$ cat src/rtl/fsgd_pkg.sv
// shared types, codes and reset values for the footswitch gesture decoder
// no dependencies
`default_nettype none

package fsgd_pkg;

    localparam int unsigned POS_W  = 2;
    localparam int unsigned KIND_W = 2;
    localparam int unsigned TIME_W = 32;
    localparam int unsigned CFGT_W = 16;
    localparam int unsigned MASK_W = 3;
    localparam int unsigned CFG_IDX_W = 2;
    localparam int unsigned CFG_DATA_W = 16;

    localparam logic [POS_W-1:0] POS_MASK = 2'h3;
    localparam logic [POS_W-1:0] POS_NONE = 2'd0;
    localparam logic [POS_W-1:0] POS_TIP  = 2'd1;
    localparam logic [POS_W-1:0] POS_RING = 2'd2;
    localparam logic [POS_W-1:0] POS_BOTH = 2'd3;

    localparam logic [KIND_W-1:0] KIND_PRESS        = 2'd0;
    localparam logic [KIND_W-1:0] KIND_HOLD         = 2'd1;
    localparam logic [KIND_W-1:0] KIND_HOLD_RELEASE = 2'd2;

    localparam logic [CFG_IDX_W-1:0] REG_ENABLE    = 2'd0;
    localparam logic [CFG_IDX_W-1:0] REG_DEBOUNCE  = 2'd1;
    localparam logic [CFG_IDX_W-1:0] REG_HOLD_TIME = 2'd2;
    localparam logic [CFG_IDX_W-1:0] REG_HOLD_MASK = 2'd3;

    localparam logic [CFGT_W-1:0] DEBOUNCE_RESET  = 16'd20;
    localparam logic [CFGT_W-1:0] HOLD_TIME_RESET = 16'd500;
    localparam logic [MASK_W-1:0] HOLD_MASK_RESET = 3'd0;

    typedef struct packed {
        logic [POS_W-1:0]  last_raw;
        logic [POS_W-1:0]  debounced;
        logic [POS_W-1:0]  armed;
        logic [TIME_W-1:0] change_time;
        logic [TIME_W-1:0] start_time;
        logic              hold_done;
        logic [POS_W-1:0]  seen_open;
    } t_state;

    typedef struct packed {
        logic              valid;
        logic [POS_W-1:0]  switch_index;
        logic [KIND_W-1:0] kind;
    } t_event;

    typedef struct packed {
        logic              enable;
        logic [CFGT_W-1:0] debounce;
        logic [CFGT_W-1:0] hold_time;
        logic [MASK_W-1:0] hold_mask;
    } t_cfg;

    localparam t_state STATE_CLEAR = '0;

    // hold-assigned bit for a nonzero position
    function automatic logic hold_assigned(input logic [MASK_W-1:0] mask,
                                           input logic [POS_W-1:0] pos);
        logic bit_v;
        unique case (pos)
            POS_TIP:  bit_v = mask[0];
            POS_RING: bit_v = mask[1];
            POS_BOTH: bit_v = mask[2];
            default:  bit_v = 1'b0;
        endcase
        return bit_v;
    endfunction

endpackage

`default_nettype wire

$ cat src/rtl/fsgd_step.sv
// combinational update of the gesture state for one contact sample
// depends on fsgd_pkg
`default_nettype none

module fsgd_step (
    input  wire fsgd_pkg::t_cfg                     i_cfg,
    input  wire fsgd_pkg::t_state                   i_state,
    input  wire logic [fsgd_pkg::POS_W-1:0]  i_raw,
    input  wire logic [fsgd_pkg::TIME_W-1:0] i_now,
    output fsgd_pkg::t_state                        o_state,
    output fsgd_pkg::t_event                        o_event
);
    import fsgd_pkg::*;

    logic [POS_W-1:0]  seen;
    logic [POS_W-1:0]  pos;
    logic [TIME_W-1:0] change_t;
    logic [TIME_W-1:0] dt_change;
    logic [TIME_W-1:0] dt_start;
    logic              settle;
    t_state            mid;

    always_comb begin
        seen     = i_state.seen_open | (~i_raw & POS_MASK);
        pos      = i_raw & seen;
        change_t = (pos != i_state.last_raw) ? i_now : i_state.change_time;
        // wrapping difference
        dt_change = i_now - change_t;
        settle = (dt_change >= {{(TIME_W-CFGT_W){1'b0}}, i_cfg.debounce})
                 && (pos != i_state.debounced);

        mid             = i_state;
        mid.seen_open   = seen;
        mid.last_raw    = pos;
        mid.change_time = change_t;
        o_event         = '0;

        if (settle) begin
            mid.debounced = pos;
            if (pos != POS_NONE) begin
                if (i_state.armed == POS_NONE) begin
                    mid.start_time = i_now;
                end
                // both wins, and escalation stops once a hold has fired
                if (!i_state.hold_done) begin
                    if (pos == POS_BOTH) begin
                        mid.armed = POS_BOTH;
                    end else if (i_state.armed != POS_BOTH) begin
                        mid.armed = pos;
                    end
                end
            end else if (i_state.armed != POS_NONE) begin
                o_event.valid        = 1'b1;
                o_event.switch_index = i_state.armed - POS_TIP;
                o_event.kind         = i_state.hold_done ? KIND_HOLD_RELEASE : KIND_PRESS;
                mid.armed            = POS_NONE;
                mid.hold_done        = 1'b0;
            end
        end

        dt_start = i_now - mid.start_time;
        o_state  = mid;
        if (!mid.hold_done && (mid.armed != POS_NONE)
            && (dt_start >= {{(TIME_W-CFGT_W){1'b0}}, i_cfg.hold_time})
            && hold_assigned(i_cfg.hold_mask, mid.armed)) begin
            o_state.hold_done    = 1'b1;
            o_event.valid        = 1'b1;
            o_event.switch_index = mid.armed - POS_TIP;
            o_event.kind         = KIND_HOLD;
        end
    end

endmodule

`default_nettype wire

$ cat src/rtl/fsgd_out_stage.sv
// result register holding one event beat until it is taken
// depends on fsgd_pkg
`default_nettype none

module fsgd_out_stage (
    input  wire logic                         i_clk,
    input  wire logic                         i_rst_n,
    input  wire logic                         i_load,
    input  wire fsgd_pkg::t_event             i_event,
    input  wire logic                         i_out_ready,
    output logic                              o_free,
    output logic                              o_out_valid,
    output logic [fsgd_pkg::POS_W-1:0]        o_switch_index,
    output logic [fsgd_pkg::KIND_W-1:0]       o_gesture_kind
);
    import fsgd_pkg::*;

    logic              r_valid;
    logic              n_valid;
    logic [POS_W-1:0]  r_index;
    logic [KIND_W-1:0] r_kind;

    assign o_free = !r_valid || i_out_ready;

    always_comb begin
        n_valid = r_valid && !i_out_ready;
        if (i_load) begin
            n_valid = 1'b1;
        end
    end

    always_ff @(posedge i_clk) begin
        if (!i_rst_n) begin
            r_valid <= 1'b0;
        end else begin
            r_valid <= n_valid;
        end
    end

    always_ff @(posedge i_clk) begin
        if (i_load) begin
            r_index <= i_event.switch_index;
            r_kind  <= i_event.kind;
        end
    end

    assign o_out_valid    = r_valid;
    assign o_switch_index = r_index;
    assign o_gesture_kind = r_kind;

endmodule

`default_nettype wire

$ cat src/rtl/footswitch_gesture_decoder.sv
// footswitch gesture decoder: debounce, sticky armed position, hold and release events
// a sample is registered in the input register, then decoded into the result register that drives o_out_valid
// throughput: one sample per cycle but for the stall below; the single decode stage between the two registers sets it
// a sample that would raise an event waits only while the result register is still full
// reset (synchronous, active low) clears state and loads register defaults; enable writes clear state
// depends on fsgd_pkg, fsgd_step, fsgd_out_stage
`default_nettype none

module footswitch_gesture_decoder (
    input  wire logic                              i_clk,
    input  wire logic                              i_rst_n,
    input  wire logic                              i_cfg_we,
    input  wire logic [fsgd_pkg::CFG_IDX_W-1:0]    i_cfg_index,
    input  wire logic [fsgd_pkg::CFG_DATA_W-1:0]   i_cfg_data,
    input  wire logic                              i_in_valid,
    output logic                                   o_in_ready,
    input  wire logic                              i_tip_closed,
    input  wire logic                              i_ring_closed,
    input  wire logic [fsgd_pkg::TIME_W-1:0]       i_now_ms,
    output logic                                   o_out_valid,
    input  wire logic                              i_out_ready,
    output logic [fsgd_pkg::POS_W-1:0]             o_switch_index,
    output logic [fsgd_pkg::KIND_W-1:0]            o_gesture_kind
);
    import fsgd_pkg::*;

    t_cfg              r_cfg;
    t_state            r_state;
    t_state            step_state;
    t_event            step_event;
    logic              r_in_valid;
    logic              n_in_valid;
    logic [POS_W-1:0]  r_raw;
    logic [TIME_W-1:0] r_now;
    logic              out_free;
    logic              advance;
    logic              in_take;

    // a beat leaves the input register unless its event finds the result register full
    assign advance    = r_in_valid && (!r_cfg.enable || !step_event.valid || out_free);
    assign o_in_ready = !r_in_valid || advance;
    assign in_take    = i_in_valid && o_in_ready;

    always_comb begin
        n_in_valid = r_in_valid && !advance;
        if (in_take) begin
            n_in_valid = 1'b1;
        end
    end

    always_ff @(posedge i_clk) begin
        if (!i_rst_n) begin
            r_in_valid <= 1'b0;
        end else begin
            r_in_valid <= n_in_valid;
        end
    end

    always_ff @(posedge i_clk) begin
        if (in_take) begin
            r_raw <= {i_ring_closed, i_tip_closed};
            r_now <= i_now_ms;
        end
    end

    always_ff @(posedge i_clk) begin
        if (!i_rst_n) begin
            r_cfg.enable    <= 1'b0;
            r_cfg.debounce  <= DEBOUNCE_RESET;
            r_cfg.hold_time <= HOLD_TIME_RESET;
            r_cfg.hold_mask <= HOLD_MASK_RESET;
        end else if (i_cfg_we) begin
            unique case (i_cfg_index)
                REG_ENABLE:    r_cfg.enable    <= i_cfg_data[0];
                REG_DEBOUNCE:  r_cfg.debounce  <= i_cfg_data[CFGT_W-1:0];
                REG_HOLD_TIME: r_cfg.hold_time <= i_cfg_data[CFGT_W-1:0];
                REG_HOLD_MASK: r_cfg.hold_mask <= i_cfg_data[MASK_W-1:0];
                default:       ;
            endcase
        end
    end

    always_ff @(posedge i_clk) begin
        if (!i_rst_n) begin
            r_state <= STATE_CLEAR;
        end else if (i_cfg_we && (i_cfg_index == REG_ENABLE)) begin
            r_state <= STATE_CLEAR;
        end else if (advance && r_cfg.enable) begin
            r_state <= step_state;
        end
    end

    fsgd_step u_step (
        .i_cfg   (r_cfg),
        .i_state (r_state),
        .i_raw   (r_raw),
        .i_now   (r_now),
        .o_state (step_state),
        .o_event (step_event)
    );

    fsgd_out_stage u_out (
        .i_clk          (i_clk),
        .i_rst_n        (i_rst_n),
        .i_load         (advance && r_cfg.enable && step_event.valid),
        .i_event        (step_event),
        .i_out_ready    (i_out_ready),
        .o_free         (out_free),
        .o_out_valid    (o_out_valid),
        .o_switch_index (o_switch_index),
        .o_gesture_kind (o_gesture_kind)
    );

endmodule

`default_nettype wire

$ cat config.mk
export PLATFORM = sky130hd
export DESIGN_NAME = footswitch_gesture_decoder
export DESIGN_NICKNAME = d
export VERILOG_FILES = /design/src/rtl/fsgd_pkg.sv /design/src/rtl/fsgd_step.sv /design/src/rtl/fsgd_out_stage.sv /design/src/rtl/footswitch_gesture_decoder.sv
export SDC_FILE = /design/constraint.sdc
export NUM_CORES = 1
export LEC_CHECK = 0
export ABC_AREA = 1
export BUFFER_PORTS_ARGS = -buffer_cell sky130_fd_sc_hd__buf_2
export CAP_MARGIN = 5
export CORE_MARGIN = 4
export CORE_UTILIZATION = 50
export CTS_CLUSTER_SIZE = 28
export DETAILED_ROUTE_END_ITERATION = 10
export PLACE_DENSITY = 0.66
export SLEW_MARGIN = 10
export SYNTH_ARGS = -nofsm -noshare
export SYNTH_HDL_FRONTEND = slang
export SYNTH_SLANG_ARGS = --single-unit
$ cat constraint.sdc
create_clock -name i_clk -period 8.65 [get_ports i_clk]
set_input_delay 0.4325 -clock i_clk [delete_from_list [all_inputs] [get_ports i_clk]]
set_output_delay 0.4325 -clock i_clk [all_outputs]
set_load 0.01 [all_outputs]
# Word level (Yosys, flattened, before mapping)
# Index checks and enable logic that the tools add are counted.
# W data, S select, Z words.
# word_totals
ff_bits	149
elab_cells	95
# op_classes
n_eq_ne	10
bitwise_logic	6
reduce_logical	34
n_lt_le_gt_ge	2
add_sub_neg	4
mux	21
# op_table
op	count
$mux W32	3
$ge A32 B16 Y1	2
$sub A32 B32 Y32	2
$mux W33	1
$mux W5	4
$mux W2	7
$logic_and A1 B1 Y1	11
$eq A2 B2 Y1 const B	5
$reduce_and A2 Y1	5
$logic_not A1 Y1	7
$reduce_bool A2 Y1	3
$mux W1	5
$eq A2 B1 Y1 const B	2
$logic_not A2 Y1	2
$logic_or A1 B1 Y1	4
$ne A2 B2 Y1	2
$reduce_or A4 Y1	1
$sub A2 B1 Y2 const B	2
$not A1 Y1	3
$pmux W1 S3	1
$and A2 B2 Y2	1
$ne A2 B2 Y1 const B	1
$not A2 Y2	1
$or A2 B2 Y2	1
$reduce_or A2 Y1	1

# Longest topological paths before layout
# depth
word_depth	21
depth_mapped	71
mapped_depth_nobuf	67

# Cells and area by module
# A second synthesis with hierarchy kept.
# hier_totals
cells_unflattened	1970
area_unflattened_um2	12374.4
# by_module_without_submodules
mod	cells_per_inst	seq_area_each_um2	instances	area_each_um2
fsgd_step	1274	0.0	1	6590.1
footswitch_gesture_decoder	686	3223.1	1	5617.9
fsgd_out_stage	10	140.1	1	166.4

# Worst setup path before layout
# No wires, ideal clock.
# synth_timing
path_kind	reg-to-reg
startpoint	register r_raw[1]
endpoint	register r_now[0] (enable)
t_arrival_ns	8.417
slack_ns	-0.156
setup_ns	0.389
path_stages_with_launch	64
path_buffers	3
path_cell_list	edfxtp_1 -> nand2_1 -> nand2_2 -> nand2_4 -> inv_2 -> nor2_4 -> clkinv_1 -> clkbuf_1 -> nand2_1 -> o21ai_0 -> ha_1 -> nand2_1 -> o21ai_1 -> nand2_1 -> nand2_1 -> nand3_1 -> o21ai_2 -> xor2_1 -> [28 not listed] -> a21o_1 -> a21oi_1 -> o21ai_0 -> a21oi_1 -> nor2_1 -> a211oi_1 -> nand2_1 -> inv_1 -> nand3_1 -> nor2_1 -> nand2_1 -> nor2_1 -> nand2_1 -> nand2_2 -> nand2_2 -> nand3_1 -> nand2_1 -> inv_1
# synth_rtl
element	line_no	text
from (decl)	footswitch_gesture_decoder.sv:33	logic [POS_W-1:0] r_raw;
from (signal assigned)	footswitch_gesture_decoder.sv:61	r_raw <= {i_ring_closed, i_tip_closed};
to (signal assigned)	footswitch_gesture_decoder.sv:62	r_now <= i_now_ms;
to (decl)	footswitch_gesture_decoder.sv:34	logic [TIME_W-1:0] r_now;

==> results.yml <==
route:
  dr.pass1.iters: 6
  routed_wl_mm: 36.4
  wl_per_cell_microns: 17.0
  via_count: 12007
  remaining_drc_errors: 0
  viasPerCell: 5.62
  drt_iter0_drc: 1025
  ant_nets: 0
sta:
  final_max_slew_viol_count: 0
  rsz0062_at_grt: "true"
  fin_worst_skew_ps: 13.9
  period_needed_ps: 8560
  finalHoldViolations: 0
  fmax_mhz: 117
  finalSetupViolCount: 0
  holdWs_ps: 165
  slew_headroom_pct: 25.0
  period_share_pct: 99.0
  tightest_slew_ps: 1120
floorplan:
  start_util_pct: 51.1
  fp.dieH_microns: 158
  ios: 63
  dieArea_sq_um: 24900
  placement_rows: 54
  die_width_microns: 158
  core_sq_um: 22000
power:
  sw_frac_of_total_pct: 32.9
  p_comb_share_pct: 26.0
  power_density_nw_per_um2: 158
  power_mw: 2.19
  leakage_nw: 6.12
  clkPwrFrac_pct: 39.0
  cellInternalPower_mw: 1.47
  ir_drop_v: 0.000119
  p_switching_uw: 722
  p_seq_share_pct: 35.0
synthesis:
  synth_edf_count: 38
  synth.top_cell.area_share_pct: 19.8
  synth_cell_types: 47
  muxShareOfSynthArea_pct: 0.178
  synth.avg_cell_area_sq_um: 6.62
  yosysTopAreaCell: "dfxtp_1"
  syn_inst: 1697
  synth_warnings: 0
  synthSimpleGateAreaFrac_pct: 30.8
  async_reset_ff_share_pct: 0
  synth_top_family_by_area: "simple AND/OR/NAND/NOR gates"
  synth_xor_area_share_pct: 2.26
  syn_area_sq_um: 11200
  synth_fp_nets: 1848
  ys_seq_area_share_pct: 30.0
  ys_top_cells_by_area: "dfxtp_1, nand2_1, ha_1"
  synth_adder_area_share_pct: 10.6
  ys_seq_elements: 149
  yosys-top-cells-count: "nand2_1, inv_1, a21oi_1"
  yosysMostFrequentCell: "nand2_1"
  synth_compound_area_share_pct: 16.4
  synth-main-ff-cell: "dfxtp_1"
global_routing:
  grt_usage_pct: 27.6
  grt_max_degree: 84
  overflow: 0
  antenna_found_initial: 0
  grt_pass1_wl_mm: 54.4
  grt_pass1_vias: 10719
clock_tree:
  h-tree-depth: 4
  clock-sinks: 149
  clock_latency_ps: 440
  cts_buffer_depth: 2
  cts_tree: "done"
  cts-root-buf: "clkbuf_16"
  numCtsBuffers: 17
  clk_pin_slew_worst_paths_ps: 70
critical_path:
  critPathKind: "reg2out"
  cp-end-kind: "output port"
  worstPathRequired_ps: 8220
  rrSetupSlack_ps: 100
  path_max_fanout: 6
  critPathSlowestCell: "edfxtp_1"
  critPathLaunchType: "register"
  max_stage_delay_ps: 430
  critPathArrivalTime_ps: 8130
placed_design:
  dp_hpwl_mm: 26.1
  portBuffers: 62
  gp_congestion: 1.03
final_layout:
  area_growth_pct: 23.5
  drive_gt1_share_pct: 18.2
  nNetsFinal: 1994
  num_antenna_cells: 0
worst_hold_path:
  holdCritPathClass: "in2reg"
outcome:
  status: "finished, final reports clean"
job:
  cap_violations: 0
## what timing repair did
item	CTS	global route
endpoints found under the hold margin	0	0
pin swaps	20	57
cloned	0	4
setup buffers	16	11
gates resized for setup	38	106
hold buffers	0	0
endpoints found under the setup margin	112	118
## power by group through the flow
stage | clock network, mW | registers [mW] | logic [mW]
floorplan | 0 | 0.768 | 0.339
global placement | 0 | 0.779 | 0.491
detailed placement | 0 | 0.780 | 0.495
CTS | 0.863 | 0.764 | 0.517
global route | 0.894 | 0.769 | 0.633
finish | 0.855 | 0.768 | 0.571
## sequential cells by signal (all words and copies together), names as in the netlist
signal / flops
r_state: 73
u_out.o_out_valid: 1
r_raw: 2
r_now: 32
r_cfg: 36
r_in_valid: 1
u_out.o_gesture_kind: 2
u_out.o_switch_index: 2
## layout make-up
type | instances | area [sq um]
clock buffers | 17 | 425
clock inverters | 15 | 230
fillers | 2019 | 8100
inverters | 218 | 828
multi-input cells | 1275 | 7280
flip-flops and latches | 149 | 3360
well taps | 280 | 350
repair buffers | 182 | 1390
## per-layer routing
metal / GRT usage, % / up-vias / routed length, microns
li1: - / 5925 / -
met2: 42.1 / 461 / 16000
met4: 5.37 / 0 / 464
met3: 6.07 / 49 / 2970
met5: 0 / - / 0
met1: 40.5 / 5572 / 16900
## per-stage QoR
stage	std cells	setup TNS [ps]	util (%)	setup WS [ps]	instance area (sq um)
after floorplan	1697	0	-	120	11200
after detailed placement	2073	-11780	56.1	-153	12300
after CTS	2121	0	60.2	11.3	13200
after global routing	2136	-27370	63.1	-364	13900
after global placement	2073	0	56.1	23.0	12300
final	2136	0	63.1	90.7	13900
## worst max-delay path: cells and delay by family, from the launching register on
family | cells | cell delay, ps
xor+xnor | 2 | 300
fa+ha+maj | 5 | 1370
flops | 1 | 430
compound gates | 15 | 2040
simple gates | 31 | 2780
buf+inv | 8 | 730
## final timing paths
kind | startpoint | endpoint | cells past startpoint
setup / recovery | r_raw[1] | o_in_ready | 61
hold / removal | i_now_ms[26] | r_now[26] | 1
setup reg to reg | r_raw[1] | r_state[11] | 65
hold reg to reg | r_state[9] | r_state[9] | 2
## cells in the final DEF, fill, tap and decap left out, types with 3 or more instances in the layout
master,n
o21bai_1,4
ha_4,13
o21ai_4,5
buf_12,4
nor2_1,142
nand3b_1,7
a21oi_2,10
edfxtp_1,38
nand4_1,30
nand2_1,394
buf_6,11
o21a_1,5
ha_1,77
xnor2_1,12
nand3_1,147
nand2_2,22
inv_2,11
clkbuf_16,20
o211ai_1,9
o21ai_2,11
buf_2,61
dfxtp_1,111
a211oi_2,3
a21o_1,6
inv_1,202
inv_6,5
nand2_4,11
nor2_2,9
o21ai_0,105
inv_8,4
bufinv_16,4
a21oi_1,165
o21ai_1,8
xor2_1,14
nand3_2,7
nor3_1,27
buf_4,101
a31oi_1,3
## logic make-up after synthesis
family | count (synthesis)
and+or+nand+nor | 804
AOI/OAI and AO/OA | 346
buffers and inverters | 273
DFF | 149
adders and majority gates | 94
xor gates and xnor gates | 29
muxes | 2
No activity file was read; power rests on OpenSTA's default activity.
